==> config.mk <==
export PLATFORM = sky130hd
export DESIGN_NAME = radix_conversion_to_digits_top
export DESIGN_NICKNAME = d
export VERILOG_FILES = /design/src/rcd_pkg.sv /design/src/rcd_ram.sv /design/src/rcd_divider.sv /design/src/radix_conversion_to_digits_top.sv
export SDC_FILE = /design/constraint.sdc
export NUM_CORES = 1
export LEC_CHECK = 0
export ABC_CLOCK_PERIOD_IN_PS = 2500
export BUFFER_PORTS_ARGS = -buffer_cell sky130_fd_sc_hd__buf_2
export CAP_MARGIN = 20
export CORE_MARGIN = 2
export CORE_UTILIZATION = 50
export DETAILED_ROUTE_END_ITERATION = 7
export MAX_ROUTING_LAYER = met4
export PLACE_DENSITY = 0.67
export SLEW_MARGIN = 20
export SYNTH_ARGS = -nofsm -noshare
export SYNTH_HDL_FRONTEND = slang
export SYNTH_SLANG_ARGS = --single-unit
==> constraint.sdc <==
create_clock -name clk -period 2.5 [get_ports clk]
set_input_delay 0.125 -clock clk [delete_from_list [all_inputs] [get_ports clk]]
set_output_delay 0.125 -clock clk [all_outputs]
set_load 0.1 [all_outputs]
==> src/rcd_pkg.sv <==
// ----------------------------------------------------------------------------
// rcd_pkg
// Shared types, constants and helpers for the radix conversion block.
// ----------------------------------------------------------------------------
package rcd_pkg;

  localparam int VALUE_BITS_DEFAULT = 31;
  localparam int BASE_W             = 5;
  localparam int DIGIT_W            = 4;
  localparam int CHAR_W             = 7;

  localparam logic [BASE_W-1:0] BASE_RESET = 5'd10;
  localparam logic [BASE_W-1:0] BASE_MIN   = 5'd2;
  localparam logic [BASE_W-1:0] BASE_MAX   = 5'd16;

  localparam logic [CHAR_W-1:0] CHAR_ZERO  = 7'd48;  // '0'
  localparam logic [CHAR_W-1:0] CHAR_ALPHA = 7'd55;  // 'A' - 10

  typedef enum logic [1:0] {
    S_IDLE,
    S_DIV,
    S_RD,
    S_OUT
  } state_t;

  // Requests from the sequencer to the divider.
  typedef struct packed {
    logic load;   // take a new dividend and start dividing it
    logic start;  // divide the held quotient once more
  } div_ctrl_t;

  // Status from the divider back to the sequencer.
  typedef struct packed {
    logic done;       // remainder and quotient are final this cycle
    logic quot_zero;  // held quotient is zero
  } div_stat_t;

  function automatic logic [CHAR_W-1:0] digit_to_ascii(input logic [DIGIT_W-1:0] d);
    logic [CHAR_W-1:0] ext;
    ext = {{(CHAR_W-DIGIT_W){1'b0}}, d};
    if (d < 4'd10) begin
      return CHAR_ZERO + ext;
    end else begin
      return CHAR_ALPHA + ext;
    end
  endfunction

endpackage

==> src/rcd_ram.sv <==
// ----------------------------------------------------------------------------
// rcd_ram
// Generic single-write, single-read RAM with a registered read port.
// ----------------------------------------------------------------------------
module rcd_ram #(
  parameter int WIDTH = 4,
  parameter int DEPTH = 31
) (
  input  logic                     clk,
  input  logic                     we,
  input  logic [$clog2(DEPTH)-1:0] waddr,
  input  logic [WIDTH-1:0]         wdata,
  input  logic                     re,
  input  logic [$clog2(DEPTH)-1:0] raddr,
  output logic [WIDTH-1:0]         rdata
);

  logic [WIDTH-1:0] mem [DEPTH];

  always_ff @(posedge clk) begin
    if (we) begin
      mem[waddr] <= wdata;
    end
    if (re) begin
      rdata <= mem[raddr];
    end
  end

endmodule

==> src/rcd_divider.sv <==
// ----------------------------------------------------------------------------
// rcd_divider
// Bit-serial restoring divider by a small base; keeps the quotient in place.
// ----------------------------------------------------------------------------
module rcd_divider #(
  parameter int VALUE_BITS = rcd_pkg::VALUE_BITS_DEFAULT
) (
  input  logic                          clk,
  input  logic                          rst,
  input  rcd_pkg::div_ctrl_t            ctrl,
  input  logic [VALUE_BITS-1:0]         dividend,
  input  logic [rcd_pkg::BASE_W-1:0]    base,
  output rcd_pkg::div_stat_t            stat,
  output logic [rcd_pkg::DIGIT_W-1:0]   remainder
);

  import rcd_pkg::*;

  localparam int CNT_W = $clog2(VALUE_BITS);

  logic [VALUE_BITS-1:0] work;
  logic [DIGIT_W-1:0]    rem;
  logic [CNT_W-1:0]      cnt;
  logic                  running;
  logic                  done;

  logic [BASE_W-1:0]     shifted;
  logic [BASE_W-1:0]     diff;
  logic                  ge;

  // The partial remainder stays below the base, so one more bit fits in five.
  assign shifted = {rem, work[VALUE_BITS-1]};
  assign ge      = (shifted >= base);
  assign diff    = shifted - base;

  always_ff @(posedge clk) begin
    if (rst) begin
      running <= 1'b0;
      done    <= 1'b0;
      cnt     <= '0;
    end else if (ctrl.load || ctrl.start) begin
      running <= 1'b1;
      done    <= 1'b0;
      cnt     <= CNT_W'(VALUE_BITS - 1);
    end else if (running) begin
      if (cnt == '0) begin
        running <= 1'b0;
        done    <= 1'b1;
      end else begin
        cnt <= cnt - 1'b1;
      end
    end else begin
      done <= 1'b0;
    end
  end

  always_ff @(posedge clk) begin
    if (ctrl.load) begin
      work <= dividend;
      rem  <= '0;
    end else if (ctrl.start) begin
      rem <= '0;
    end else if (running) begin
      work <= {work[VALUE_BITS-2:0], ge};
      rem  <= ge ? diff[DIGIT_W-1:0] : shifted[DIGIT_W-1:0];
    end
  end

  assign stat.done      = done;
  assign stat.quot_zero = (work == '0);
  assign remainder      = rem;

endmodule

==> src/radix_conversion_to_digits_top.sv <==
// Each digit comes from one pass of the bit-serial divider, which keeps the
// quotient for the next pass; once the quotient is zero, every digit is read
// back from the RAM in S_RD and emitted in S_OUT, most significant first.
// A new request is taken only from idle; busy stays high until the last digit.
// The shared bit-serial divider sets the rate. No result stalls.
// Reset (synchronous, active high) clears the sequencer and sets base to 10.
// ----------------------------------------------------------------------------
// radix_conversion_to_digits_top
// Converts an unsigned integer to ASCII digits in a programmable base.
// ----------------------------------------------------------------------------
module radix_conversion_to_digits_top #(
  parameter int VALUE_BITS = rcd_pkg::VALUE_BITS_DEFAULT
) (
  input  logic                         clk,
  input  logic                         rst,
  input  logic                         cfg_valid,
  output logic                         cfg_ready,
  input  logic [rcd_pkg::BASE_W-1:0]   cfg_data,
  input  logic                         start,
  output logic                         busy,
  input  logic [VALUE_BITS-1:0]        value,
  output logic                         digit_valid,
  output logic [rcd_pkg::CHAR_W-1:0]   digit_char,
  output logic                         last
);

  import rcd_pkg::*;

  localparam int ADDR_W  = $clog2(VALUE_BITS);
  localparam int COUNT_W = $clog2(VALUE_BITS + 1);

  state_t               state;
  state_t               state_next;
  logic [BASE_W-1:0]    base;
  logic [COUNT_W-1:0]   count;
  logic [ADDR_W-1:0]    pos;

  div_ctrl_t            div_ctrl;
  div_stat_t            div_stat;
  logic [DIGIT_W-1:0]   remainder;
  logic [DIGIT_W-1:0]   rd_digit;

  logic                 mem_we;
  logic                 mem_re;
  logic                 count_clr;
  logic                 pos_load;
  logic                 pos_dec;
  logic                 emit;

  assign busy      = (state != S_IDLE);
  assign cfg_ready = !busy;

  // Base register; writes outside two to sixteen are dropped.
  always_ff @(posedge clk) begin
    if (rst) begin
      base <= BASE_RESET;
    end else if (cfg_valid && cfg_ready) begin
      if (cfg_data >= BASE_MIN && cfg_data <= BASE_MAX) begin
        base <= cfg_data;
      end
    end
  end

  always_comb begin
    state_next = state;
    case (state)
      S_IDLE: begin
        if (start) begin
          state_next = S_DIV;
        end
      end
      S_DIV: begin
        if (div_stat.done && div_stat.quot_zero) begin
          state_next = S_RD;
        end
      end
      S_RD: begin
        state_next = S_OUT;
      end
      S_OUT: begin
        if (pos == '0) begin
          state_next = S_IDLE;
        end else begin
          state_next = S_RD;
        end
      end
      default: begin
        state_next = S_IDLE;
      end
    endcase
  end

  always_comb begin
    div_ctrl  = '0;
    mem_we    = 1'b0;
    mem_re    = 1'b0;
    count_clr = 1'b0;
    pos_load  = 1'b0;
    pos_dec   = 1'b0;
    emit      = 1'b0;
    case (state)
      S_IDLE: begin
        if (start) begin
          div_ctrl.load = 1'b1;
          count_clr     = 1'b1;
        end
      end
      S_DIV: begin
        if (div_stat.done) begin
          mem_we = 1'b1;
          if (div_stat.quot_zero) begin
            pos_load = 1'b1;
          end else begin
            div_ctrl.start = 1'b1;
          end
        end
      end
      S_RD: begin
        mem_re = 1'b1;
      end
      S_OUT: begin
        emit    = 1'b1;
        pos_dec = (pos != '0);
      end
      default: begin
      end
    endcase
  end

  always_ff @(posedge clk) begin
    if (rst) begin
      state       <= S_IDLE;
      count       <= '0;
      digit_valid <= 1'b0;
    end else begin
      state       <= state_next;
      digit_valid <= emit;
      if (count_clr) begin
        count <= '0;
      end else if (mem_we) begin
        count <= count + 1'b1;
      end
    end
  end

  // The last digit written is the most significant one; emission walks down.
  always_ff @(posedge clk) begin
    if (pos_load) begin
      pos <= count[ADDR_W-1:0];
    end else if (pos_dec) begin
      pos <= pos - 1'b1;
    end
    if (emit) begin
      digit_char <= digit_to_ascii(rd_digit);
      last       <= (pos == '0);
    end
  end

  rcd_divider #(
    .VALUE_BITS (VALUE_BITS)
  ) u_div (
    .clk       (clk),
    .rst       (rst),
    .ctrl      (div_ctrl),
    .dividend  (value),
    .base      (base),
    .stat      (div_stat),
    .remainder (remainder)
  );

  rcd_ram #(
    .WIDTH (DIGIT_W),
    .DEPTH (VALUE_BITS)
  ) u_digits (
    .clk   (clk),
    .we    (mem_we),
    .waddr (count[ADDR_W-1:0]),
    .wdata (remainder),
    .re    (mem_re),
    .raddr (pos),
    .rdata (rd_digit)
  );

endmodule

# Word-level counts from Yosys, hierarchy flattened
# Memories as Yosys holds them, arrays and structs flattened. A register that Yosys moved wholly into a read port is not among the register bits.
# Index checks and enable logic that the tools add are counted.
# Widths: inputs -> output; s select.
# classes
addsub	6
order_cmp	4
eq_ne	7
reduce_logical	23
bitwise_logic	2
muxes	32
# op_table
cell	count
$mux 31	3
$logic_not 31->1	1
$mux 5	5
$mux 1	18
$add 6x4->7 const A	2
$logic_not 5->1	2
$reduce_and 2->1	5
$sub 5x1->5 const B	2
$pmux 2 s4	1
$reduce_bool 2->1	4
$mux 7	1
$mux 2	3
$ne 2x2->1 const B	3
$reduce_or 2->1	3
$add 5x1->5 const B	1
$ge 5x2->1 const B	1
$ge 5x5->1	1
$le 5x5->1 const B	1
$reduce_bool 5->1	1
$eq 2x2->1 const B	2
$lt 4x4->1 const B	1
$mux 4	1
$sub 4x4->4	1
$logic_and 1x1->1	3
7 further kinds	8
# totals
ff_bits	68
word_cells	88
ram_bits	124
output_inout_bits	11
memories	1
# mem_list
name	words	word_bits	rd	rd_clocked_by_memory_dff	wr	line	rtl
u_digits.mem	31	4	1	1	1	rcd_ram.sv:18	logic [WIDTH-1:0] mem [DEPTH];

# Depth between registers and ports, before layout
# Gate-level depths: netlist (run 1).
# depth
ltp_word	7
depth_mapped	9
ltp_nobuf	7

# Hierarchy
# From an unflattened synthesis (run 1), not the netlist that was laid out.
# unflattened
hier_cells	564
area_unflattened_um2	8485.6
# by_module_without_submodules
mod	n_inst	cells_each	seq_area_each_um2	area_per_inst_um2
rcd_ram	1	285	3843.7	5163.7
rcd_divider	1	153	1151.1	2045.7
radix_conversion_to_digits_top	1	126	650.6	1276.2

# Worst setup path after synthesis (run 1)
# No wires, ideal clock.
# synth_path
path_type	register -> register
start	register state[0]
end	register u_div.work[0] (enable)
t_arrival_ns	2.165
slack_ns	-0.054
stages_incl_launch_ff	5
period_less_slack_ns	2.554
path_cell_list	dfxtp_1 > nor2_4 > nand2_1 > clkbuf_1 > nand2_1
# synth_between
elab_chain_cells	4
# synth_lines
element	line	rtl
from (decl)	radix_conversion_to_digits_top.sv:32	state_t state;
from (signal assigned)	radix_conversion_to_digits_top.sv:136	state <= state_next;
$eq 2x1->1 / $logic_not 2->1 (equally long branches)	radix_conversion_to_digits_top.sv:101	case (state)
$mux 1	radix_conversion_to_digits_top.sv:101	
$ne 2x2->1 (no source line) / $reduce_bool 2->1 (equally long branches)	-	
$reduce_and 2->1 (no source line) (*)	-	
to (signal assigned)	rcd_divider.sv:59	work <= dividend;
to (signal assigned)	rcd_divider.sv:64	work <= {work[VALUE_BITS-2:0], ge};
to (decl)	rcd_divider.sv:21	logic [VALUE_BITS-1:0] work;
# Mark *: on every way between the ends. The rest lies on a longest branch, timed or not.
# A chain may end at the register's enable or synchronous reset.

# Worst setup path after layout (run 1)
# layout_path
start	register u_div.work[25]
end	register pos[1] (enable)
# layout_between
elab_chain_cells	5
# layout_lines
element	line	rtl
$logic_not 31->1	rcd_divider.sv:70	assign stat.quot_zero = (work == '0);
$mux 1	radix_conversion_to_digits_top.sv:111	if (div_stat.quot_zero) begin
$mux 1	radix_conversion_to_digits_top.sv:109	if (div_stat.done) begin
$mux 1	radix_conversion_to_digits_top.sv:101	
$reduce_bool 2->1 (no source line)	-	
to (signal assigned)	radix_conversion_to_digits_top.sv:149	pos <= count[ADDR_W-1:0];
to (signal assigned)	radix_conversion_to_digits_top.sv:151	pos <= pos - 1'b1;
to (decl)	radix_conversion_to_digits_top.sv:36	logic [ADDR_W-1:0] pos;
# Every way passes these cells.

==> out/metrics.csv, run 1 <==
metric,value,unit
cts_buffers,17,
wl_met2,8.61,mm
synth-edff-count,172,
grt_max_degree,34,
skew,10.8,ps
slew_headroom,46.5,%
grt_pass1_wl,27.5,mm
synth_cells,616,
route.vias.total,5165,
min_period_over_period,81.9,%
drt_iter0_markers,361,
crit_slowest_cell,edfxtp_1,
synth_area,0.00845,sq mm
ant_nets,0,
arrival,2140,ps
cts_tree,built,
worstPathMaxFanout,7,
ys_warn_count,0,
start_util,51.1,%
p_leak,3.60,nW
report.final.hold_viol_count,0,
ys.flop_type,edfxtp_1,
start_kind,flop,
critPathBufInv,0,
rsz0062_at_grt,false,
drive_above_1_share,19.3,%
cp_cell_sequence,nor4_1 -> nand4_1 -> nor2_1 -> nand2_1 -> o21ai_1,
hold_class,in2reg,
clkSlewWorstSetupHoldPaths,70,ps
synthArstFlopShare,0,%
final_max_slew_viol_count,0,
path_delay_family,simple AND/OR/NAND/NOR gates,
n_antenna_cell,0,
num-fill-cells,1239,
tns,0,ps
top_layer,met4,
gp_congestion,0.846,
fp.dieW,134,um
setup_viol,0,
drv_cap,0,
yosys-top-cells-area,"edfxtp_1 (61%), mux4_2 (6.9%), dfxtp_1 (5.7%), nand2_1 (5.4%), nor2_1 (2.6%)",
cts_root_buf,clkbuf_16,
die_y,134,um
post_drt_wl_per_cell,17.9,um
antenna_found_initial,0,
fin_nets,765,
peakVddDrop,0.556,mV
yosysTopAreaCellShare,61.1,%
cp-end-kind,flop,
h-tree-depth,4,
core,0.0165,sq mm
die_area,0.0180,sq mm
critical_path_required,2590,ps
syn-num-nets,670,
critPathKind,reg2reg,
syn_area_per_cell,13.7,sq um
grt_use_total,20.9,%
wl_met1,7.29,mm
holdBufCountCts,35,
dr_wl_met3,666,um
post-synth-top-count-cell,edfxtp_1,
ys_ff_latch,196,
grt_pass1_vias,5149,
first_pass_iters,8,
numClockSinks,196,
min_period,2050,ps
overflow,0,
violations,design-rule violations,
clkLatencyLatePin,440,ps
cts_resized,0,
rows,47,
routed_via_density,5.47,
power_density,715,mW/mm^2
io_pins,51,
status,finished with violations,
io_buffer_count,50,
synth.distinct_cells,52,
worstMarginPinSlew,802,ps
yosys-top-cells-count,"edfxtp_1 (172), nand2_1 (122), nor2_1 (58)",
clock_path_buffers,2,
utilization,59.9,%
synth.largest_area_cell,edfxtp_1,
slowest_delay,400,ps
routed_wirelength,16.9,mm
remaining_drc_errors,2,
ys_seq_area_share,66.8,%
cts_setup_buffers,0,
dp_hpwl,11.2,mm
areaGrowthSynthToFinish,17.1,%
max_freq,488,MHz
[layout by cell type, fill, tap and decap left out, types with 7 or more instances in the layout]
cell | synthesis | layout
xor2_1 | 7 | 7
ha_1 | 13 | 13
nor2_1 | 58 | 58
o21ai_0 | 11 | 11
nand2_1 | 122 | 121
mux4_2 | 26 | 26
buf_4 | 2 | 16
clkbuf_16 | 0 | 17
mux2i_1 | 18 | 18
a31oi_1 | 7 | 7
buf_2 | 7 | 50
inv_1 | 19 | 19
mux2_2 | 7 | 7
a21oi_1 | 16 | 16
edfxtp_1 | 172 | 172
nor4_1 | 9 | 9
dlygate4sd3_1 | 0 | 35
dfxtp_1 | 24 | 24
[through the flow]
| stage | area, sq um | setup slack [ps] | hold WS, ps | power [mW] | std cells |
|---|---|---|---|---|---|
| floorplan | 8450 | 227 | 203 | 4.30 | 616 |
| global route | 9890 | 264 | 36.0 | 7.35 | 944 |
| global placement | 8990 | 496 | 377 | 4.52 | 877 |
| finish | 9890 | 452 | 29.2 | 7.07 | 944 |
| CTS | 9890 | 429 | 21.1 | 7.12 | 944 |
| detailed placement | 8990 | 429 | 384 | 4.54 | 877 |
[worst reg2reg max path, cell delays in order (launching register included)]
cell      delay, ps
edfxtp_1        400
nor4_1          360
nand4_1         250
nor2_1          160
nand2_1         210
o21ai_1         320
[path summary, 6_finish.rpt]
| kind | slack (ps) | end | depth (start not counted) | start |
|---|---|---|---|---|
| min reg2reg | 480 | u_div.cnt[4]$_SDFFE_PP0P_ | 2 | u_div.cnt[4]$_SDFFE_PP0P_ |
| min | 30 | base[2]$_SDFFE_PP0P_ | 2 | rst |
| max reg2reg | 450 | pos[1]$_DFFE_PP_ | 5 | u_div.work[25]$_DFFE_PP_ |
| max | 450 | pos[1]$_DFFE_PP_ | 5 | u_div.work[25]$_DFFE_PP_ |
[routing by layer]
metal  GRT usage (%)  vias up
met5               -        -
met4            8.10        0
met3            3.78       30
met2            33.5      139
met1            26.7     2527
li1                -     2469
[kinds of logic (layout without fill, tap and decap cells)]
| logic type | count (synthesis) | in the layout | share of synthesized area, % |
|---|---|---|---|
| buffers and inverters | 47 | 155 | 2.64 |
| DFF | 196 | 196 | 66.8 |
| xor gates and xnor gates | 12 | 12 | 1.24 |
| AOI/OAI and AO/OA | 60 | 60 | 4.52 |
| muxes | 55 | 55 | 10.5 |
| and+or+nand+nor | 232 | 232 | 12.1 |
| adders and majority gates | 14 | 14 | 2.16 |
[flip-flops by register name, summed over array words and instances, names as in the netlist, 2 cells and up]
register,count
state,2
u_div.work,31
pos,5
u_div.cnt,5
base,5
u_div.remainder,4
u_digits.mem,124
u_digits.rdata,4
digit_char,7
count,5
[layout make-up]
cell class,instances,area [sq um],share of cell area [%]
sequential,196,5650,57.1
timing repair buffer,103,761,7.69
multi-input combinational,373,2590,26.1
inverter,20,75.1,0.759
clock buffer,19,433,4.38
tap,220,275,2.78
clock inverter,13,116,1.18
[report_power, final]
| group | leakage [nW] | total, mW | switching [mW] | internal, mW |
|---|---|---|---|---|
| Sequential | 1.79 | 3.85 | 0.0622 | 3.79 |
| Combinational | 1.54 | 0.661 | 0.422 | 0.239 |
| Clock | 0.268 | 2.56 | 1.25 | 1.31 |
| Total | 3.60 | 7.07 | 1.73 | 5.34 |
Power figures use the tool's default switching activity.
==> run 2, diff against run 1 <==
--- a/config.mk
+++ b/config.mk
@@ -5,7 +5,7 @@
 export SDC_FILE = /design/constraint.sdc
 export NUM_CORES = 1
 export LEC_CHECK = 0
-export ABC_CLOCK_PERIOD_IN_PS = 2500
+export ABC_CLOCK_PERIOD_IN_PS = 1900
 export BUFFER_PORTS_ARGS = -buffer_cell sky130_fd_sc_hd__buf_2
 export CAP_MARGIN = 20
 export CORE_MARGIN = 2
==> constraint.sdc (replaced) <==
create_clock -name clk -period 1.9 [get_ports clk]
set_input_delay 0.095 -clock clk [delete_from_list [all_inputs] [get_ports clk]]
set_output_delay 0.095 -clock clk [all_outputs]
set_load 0.1 [all_outputs]
==> run 2 against run 1 <==
The run ends with negative setup slack left. Via count rose by 5.0%. Cell area grew 5.3%. Core utilization is 3.2 points higher. Combinational power up 51%. Global-route usage is 0.61 points higher. Fmax rose by 5.7%. Sequential power up 32%. Critical path depth stayed put. Flip-flop and latch count unchanged. Largest cell class unchanged.
==> out/metrics.csv, run 2 (synthesized netlist as in run 1, its figures left out) <==
metric,value,unit,change
status,finished with violations,,unchanged
violations,negative setup slack,,was design-rule violations
drt_iter0_markers,465,,was 361
rows,47,,unchanged
hold_class,in2reg,,unchanged
final_max_slew_viol_count,0,,unchanged
rsz0062_at_grt,true,,was false
rr_worst_depth,5,,unchanged
p_leak,3.84,nW,was 3.60 nW
arrival,2110,ps,was 2140 ps
io_pins,51,,unchanged
hold_path_end,state[0]$_SDFFE_PP0P_,,was base[2]$_SDFFE_PP0P_
setup_viol,3,,was 0
ant_nets,0,,unchanged
overflow,0,,unchanged
largest_reg_flops,124,,unchanged
first_pass_iters,5,,was 8
max_freq,516,MHz,was 488 MHz
n_antenna_cell,0,,unchanged
min_period,1940,ps,was 2050 ps
slew_headroom,56.4,%,was 46.5%
critPathKind,reg2reg,,unchanged
worstMarginPinSlew,653,ps,was 802 ps
timing.final.ws_setup,-36.8,ps,was 452 ps
drive_above_1_share,27.3,%,was 19.3%
holdCritStartpoint,start,,was rst
areaGrowthSynthToFinish,23.3,%,was 17.1%
start_kind,flop,,unchanged
utilization,63.0,%,was 59.9%
dp_hpwl,11.9,mm,was 11.2 mm
start_util,51.1,%,unchanged
grt_pass1_wl,28.3,mm,was 27.5 mm
min_path_cells,3,,was 2
clock_path_buffers,2,,unchanged
grt_max_degree,34,,unchanged
largest-register,u_digits.mem,,unchanged
worstPathMaxFanout,3,,was 7
finalPower,9.70,mW,was 7.07 mW
drv_cap,0,,unchanged
report.final.hold_viol_count,0,,unchanged
post_drt_wl_per_cell,18.9,um,was 17.9 um
r2r_start,pos[0]$_DFFE_PP_,,was u_div.work[25]$_DFFE_PP_
final_cell_mix,"edfxtp_1 (172), nand2_1 (118), buf_2 (50)",,"was edfxtp_1 (172), nand2_1 (121), nor2_1 (58)"
die_y,134,um,unchanged
cts_buffers,17,,unchanged
die_area,0.0180,sq mm,unchanged
cts_tree,built,,unchanged
h-tree-depth,4,,unchanged
core,0.0165,sq mm,unchanged
clkLatencyLatePin,440,ps,about the same
cts_root_buf,clkbuf_16,,unchanged
r2r_end,u_digits.rdata[2]$_DFFE_PP_,,was pos[1]$_DFFE_PP_
power_density,932,mW/mm^2,was 715 mW/mm^2
fin_cells,972,,was 944
min_period_over_period,102,%,was 81.9%
clkSlewWorstSetupHoldPaths,70,ps,about the same
routed_via_density,5.58,,was 5.47
grt_use_total,21.5,%,was 20.9%
route.vias.total,5423,,was 5165
numClockSinks,196,,unchanged
peakVddDrop,0.693,mV,was 0.556 mV
cp-end-kind,flop,,unchanged
fp.dieW,134,um,unchanged
reg_top3,"u_digits.mem x124, u_div.work x31, digit_char x7",,unchanged
setup.reg_to_reg.worst_slack,-40,ps,was 450 ps
grt_pass1_vias,5461,,was 5149
place_ws,-149,ps,was 429 ps
gp_congestion,0.828,,was 0.846
fin_nets,793,,was 765
skew,12.1,ps,was 10.8 ps
critical_path_required,2070,ps,was 2590 ps
layout_commonest_cell,edfxtp_1,,unchanged
routed_wirelength,18.4,mm,was 16.9 mm
remaining_drc_errors,0,,was 2
place_inst,894,,was 877
antenna_found_initial,0,,unchanged
io_buffer_count,50,,unchanged
run 2: cell types whose count changed in the layout (fill, tap and decap cells not counted), sizes merged:
| cell | previous run | this run |
|---|---|---|
| clkinv | 4 | 6 |
| dlygate4sd3 | 35 | 36 |
| clkinvlp | 2 | 1 |
| nand2 | 122 | 125 |
| bufinv | 0 | 2 |
| inv | 27 | 26 |
| buf | 68 | 91 |
| clkbuf | 19 | 18 |
run 2: cell type report:
class	instances	area, sq um
fillers	1193	6110
well taps	220	275
multi-input cells	376	2830
flip-flops and latches	196	5650
inverters	20	75.1
repair buffers	128	996
clock inverters	15	170
clock buffers	17	425
run 2: report_power, final:
part           internal, mW  total (mW)  switching [mW]  leakage, nW
Sequential             4.99        5.09          0.0974         1.79
Combinational         0.378       0.996           0.619         1.75
Clock                  1.98        3.62            1.64        0.295
Total                  7.35        9.70            2.36         3.84
run 2: metrics by stage:
step	TNS, ps	hold slack (ps)	instance area (sq um)
5_1_grt	-3070	58.1	10400
6_report	-66.8	37.7	10400
2_1_floorplan	-15.4	173	8480
4_1_cts	-152	22.2	10100
3_3_place_gp	-562	349	9160
3_5_place_dp	-679	360	9160
run 2: what timing repair did:
action	CTS	global route
pin swaps	2	11
endpoints found under the setup margin	12	71
gates resized for setup	5	41
endpoints found under the hold margin	35	0
gates cloned	0	4
buffers inserted	0	6
hold buffers	36	0
run 2: critical path, cell delays in order, from the launching register on:
cell and delay [ps]:
edfxtp_1 440, buf_6 150, mux4_2 490, mux2_4 300, o31ai_4 200, a31oi_1 90
run 2: worst max path at each step:
stage / startpoint / to / slack [ps] / depth (start not counted)
6_report: pos[0]$_DFFE_PP_ / u_digits.rdata[2]$_DFFE_PP_ / -40 / 5
3_3_place_gp: pos[0]$_DFFE_PP_ / u_digits.rdata[2]$_DFFE_PP_ / -150 / 5
3_5_place_dp: pos[0]$_DFFE_PP_ / u_digits.rdata[2]$_DFFE_PP_ / -150 / 5
5_1_grt: u_div.work[30]$_DFFE_PP_ / u_div.work[0]$_DFFE_PP_ / -100 / 5
4_1_cts: pos[0]$_DFFE_PP_ / u_digits.rdata[0]$_DFFE_PP_ / -50 / 6
2_1_floorplan: state[1]$_SDFFE_PP0P_ / state[0]$_SDFFE_PP0P_ / -20 / 4
run 2: metal layers:
metal | track usage [%] | part of all wire, % | vias up
met5 | - | 0 | -
met2 | 35.8 | 51 | 192
li1 | - | - | 2536
met3 | 4.01 | 5.6 | 28
met4 | 7.62 | 2.1 | 0
met1 | 26.5 | 41 | 2667
==> run 3, diff against run 2 <==
--- a/config.mk
+++ b/config.mk
@@ -6,13 +6,13 @@
 export NUM_CORES = 1
 export LEC_CHECK = 0
 export ABC_CLOCK_PERIOD_IN_PS = 1900
-export BUFFER_PORTS_ARGS = -buffer_cell sky130_fd_sc_hd__buf_2
 export CAP_MARGIN = 20
 export CORE_MARGIN = 2
 export CORE_UTILIZATION = 50
 export DETAILED_ROUTE_END_ITERATION = 7
+export DONT_BUFFER_PORTS = 1
 export MAX_ROUTING_LAYER = met4
-export PLACE_DENSITY = 0.67
+export PLACE_DENSITY = 0.64
 export SLEW_MARGIN = 20
 export SYNTH_ARGS = -nofsm -noshare
 export SYNTH_HDL_FRONTEND = slang
==> run 3 against run 2 <==
The run still ends with negative setup slack left. First-iteration DRC count decreased by 9.0%. Count of clock-buffer cells in the layout increased by 1. Via count decreased by 4.9%. Clock skew decreased by 2.8 ps. Sequential power about the same. Setup slack got worse by 28 ps. Total power decreased by 4.4%. Final cell count decreased by 4.5%. Fmax decreased by 1.4%. Routed wire length decreased by 1.7%. Combinational power decreased by 8.1%. Largest power group unchanged. Highest routed layer unchanged.
==> out/metrics.csv, run 3 (synthesized netlist as in run 1, its figures left out) <==
metric,value,unit,change
status,finished with violations,,unchanged
violations,negative setup slack,,unchanged
routed_via_density,5.56,,was 5.58
cp_cell_sequence,buf_12 -> buf_12 -> mux4_2 -> mux2i_1 -> nor2_1 -> a31oi_1 -> a31oi_1,,was buf_6 -> mux4_2 -> mux2_4 -> o31ai_4 -> a31oi_1
drt_iter0_markers,423,,was 465
remaining_drc_errors,0,,unchanged
tns,-201,ps,was -66.8 ps
h-tree-depth,4,,unchanged
start_util,51.1,%,unchanged
arrival,2130,ps,was 2110 ps
grt_max_degree,34,,unchanged
timing.final.ws_setup,-65.2,ps,was -36.8 ps
setup_viol,4,,was 3
critPathBufInv,2,,was 1
cts_buffers,17,,unchanged
n_antenna_cell,0,,unchanged
clock_path_buffers,2,,unchanged
worstSetupStartpoint,pos[0]$_DFFE_PP_,,unchanged
largest-register,u_digits.mem,,unchanged
ant_nets,0,,unchanged
cts_tree,built,,unchanged
io_buffer_count,0,,was 50
hold_class,in2reg,,unchanged
first_pass_iters,5,,unchanged
crit_slowest_cell,mux4_2,,unchanged
grt_pass1_wl,28.6,mm,was 28.3 mm
path_delay_family,multiplexers,,unchanged
peakVddDrop,0.554,mV,was 0.693 mV
rows,47,,unchanged
largest_reg_flops,124,,unchanged
min_period,1970,ps,was 1940 ps
rsz0062_at_grt,true,,unchanged
layout_commonest_cell,edfxtp_1,,unchanged
drv_cap,0,,unchanged
io_pins,51,,unchanged
holdCritStartpoint,value[0],,was start
start_kind,flop,,unchanged
cts_root_buf,clkbuf_16,,unchanged
antenna_found_initial,0,,unchanged
clkLatencyLatePin,430,ps,was 440 ps
numClockSinks,196,,unchanged
grt_pass1_vias,5290,,was 5461
final_max_slew_viol_count,0,,unchanged
die_y,134,um,unchanged
drive_above_1_share,21.2,%,was 27.3%
clkSlewWorstSetupHoldPaths,70,ps,about the same
skew,9.32,ps,was 12.1 ps
place_ws,-111,ps,was -149 ps
areaGrowthSynthToFinish,18.9,%,was 23.3%
dp_hpwl,12.0,mm,was 11.9 mm
r2r_start,pos[0]$_DFFE_PP_,,unchanged
grt_use_total,21.8,%,was 21.5%
post_drt_wl_per_cell,19.5,um,was 18.9 um
routed_wirelength,18.1,mm,was 18.4 mm
die_area,0.0180,sq mm,unchanged
worstMarginPinSlew,583,ps,was 653 ps
slew_headroom,61.0,%,was 56.4%
p_leak,3.58,nW,was 3.84 nW
critPathKind,reg2reg,,unchanged
fp.dieW,134,um,unchanged
core,0.0165,sq mm,unchanged
utilization,60.8,%,was 63.0%
final_cell_mix,"edfxtp_1 (172), nand2_1 (117), nor2_1 (50)",,"was edfxtp_1 (172), nand2_1 (118), buf_2 (50)"
worstPathMaxFanout,6,,was 3
cp-end-kind,flop,,unchanged
power_density,923,mW/mm^2,was 932 mW/mm^2
reg_top3,"u_digits.mem x124, u_div.work x31, digit_char x7",,unchanged
route.vias.total,5157,,was 5423
critical_path_required,2060,ps,was 2070 ps
overflow,0,,unchanged
gp_congestion,0.876,,was 0.828
slowest_delay,490,ps,about the same
min_period_over_period,103,%,was 102%
fin_nets,749,,was 793
max_freq,509,MHz,was 516 MHz
report.final.hold_viol_count,0,,unchanged
## run 3: report_power, final
group	internal, mW	switching, mW	total, mW	leakage [nW]
clock network	1.69	1.59	3.28	0.248
registers	4.99	0.0916	5.09	1.79
logic	0.325	0.590	0.915	1.55
total	7.01	2.27	9.28	3.58
## run 3: per-stage QoR
stage | power, mW | instances | area, sq um | hold slack [ps]
final | 9.28 | 928 | 10000 | 9.52
after global routing | 9.61 | 928 | 10000 | 28.0
after CTS | 9.29 | 926 | 9940 | 0.838
after detailed placement | 5.98 | 853 | 8970 | 170
after global placement | 5.94 | 853 | 8970 | 168
after floorplan | 5.67 | 616 | 8480 | 173
## run 3: per-layer routing
metal,vias to the layer above,global-route usage (%),wire (um)
met3,17,3.93,594
met2,116,36.1,9320
met5,-,-,0
met1,2590,27.5,7820
li1,2434,-,-
met4,0,6.86,316
## run 3: timing repair
| item | 4_1_cts | 5_1_grt |
|---|---|---|
| hold endpoints to repair | 48 | 0 |
| setup buffers | 3 | 1 |
| resized for setup | 5 | 23 |
| cloned | 0 | 1 |
| setup endpoints to repair | 10 | 97 |
| pin swaps | 4 | 6 |
| hold buffers | 38 | 0 |
## run 3: worst register-to-register path, stage by stage (launching register included)
cell	delay (ps)
edfxtp_1	400
buf_12	140
buf_12	120
mux4_2	490
mux2i_1	160
nor2_1	60
a31oi_1	200
a31oi_1	120
## run 3: worst paths after layout
| check | endpoint | slack [ps] | depth (start not counted) |
|---|---|---|---|
| hold / removal | u_div.work[0]$_DFFE_PP_ | 10 | 2 |
| hold reg to reg | u_div.cnt[4]$_SDFFE_PP0P_ | 500 | 2 |
| setup reg to reg | u_digits.rdata[1]$_DFFE_PP_ | -70 | 7 |
| setup / recovery | u_digits.rdata[1]$_DFFE_PP_ | -70 | 7 |
## run 3: final cells by class
cell class | count | area, sq um
inverter | 20 | 75.1
tap | 220 | 275
fill | 1250 | 6480
timing repair buffer | 86 | 798
clock inverter | 14 | 106
multi-input combinational | 374 | 2720
clock buffer | 18 | 429
sequential | 196 | 5650
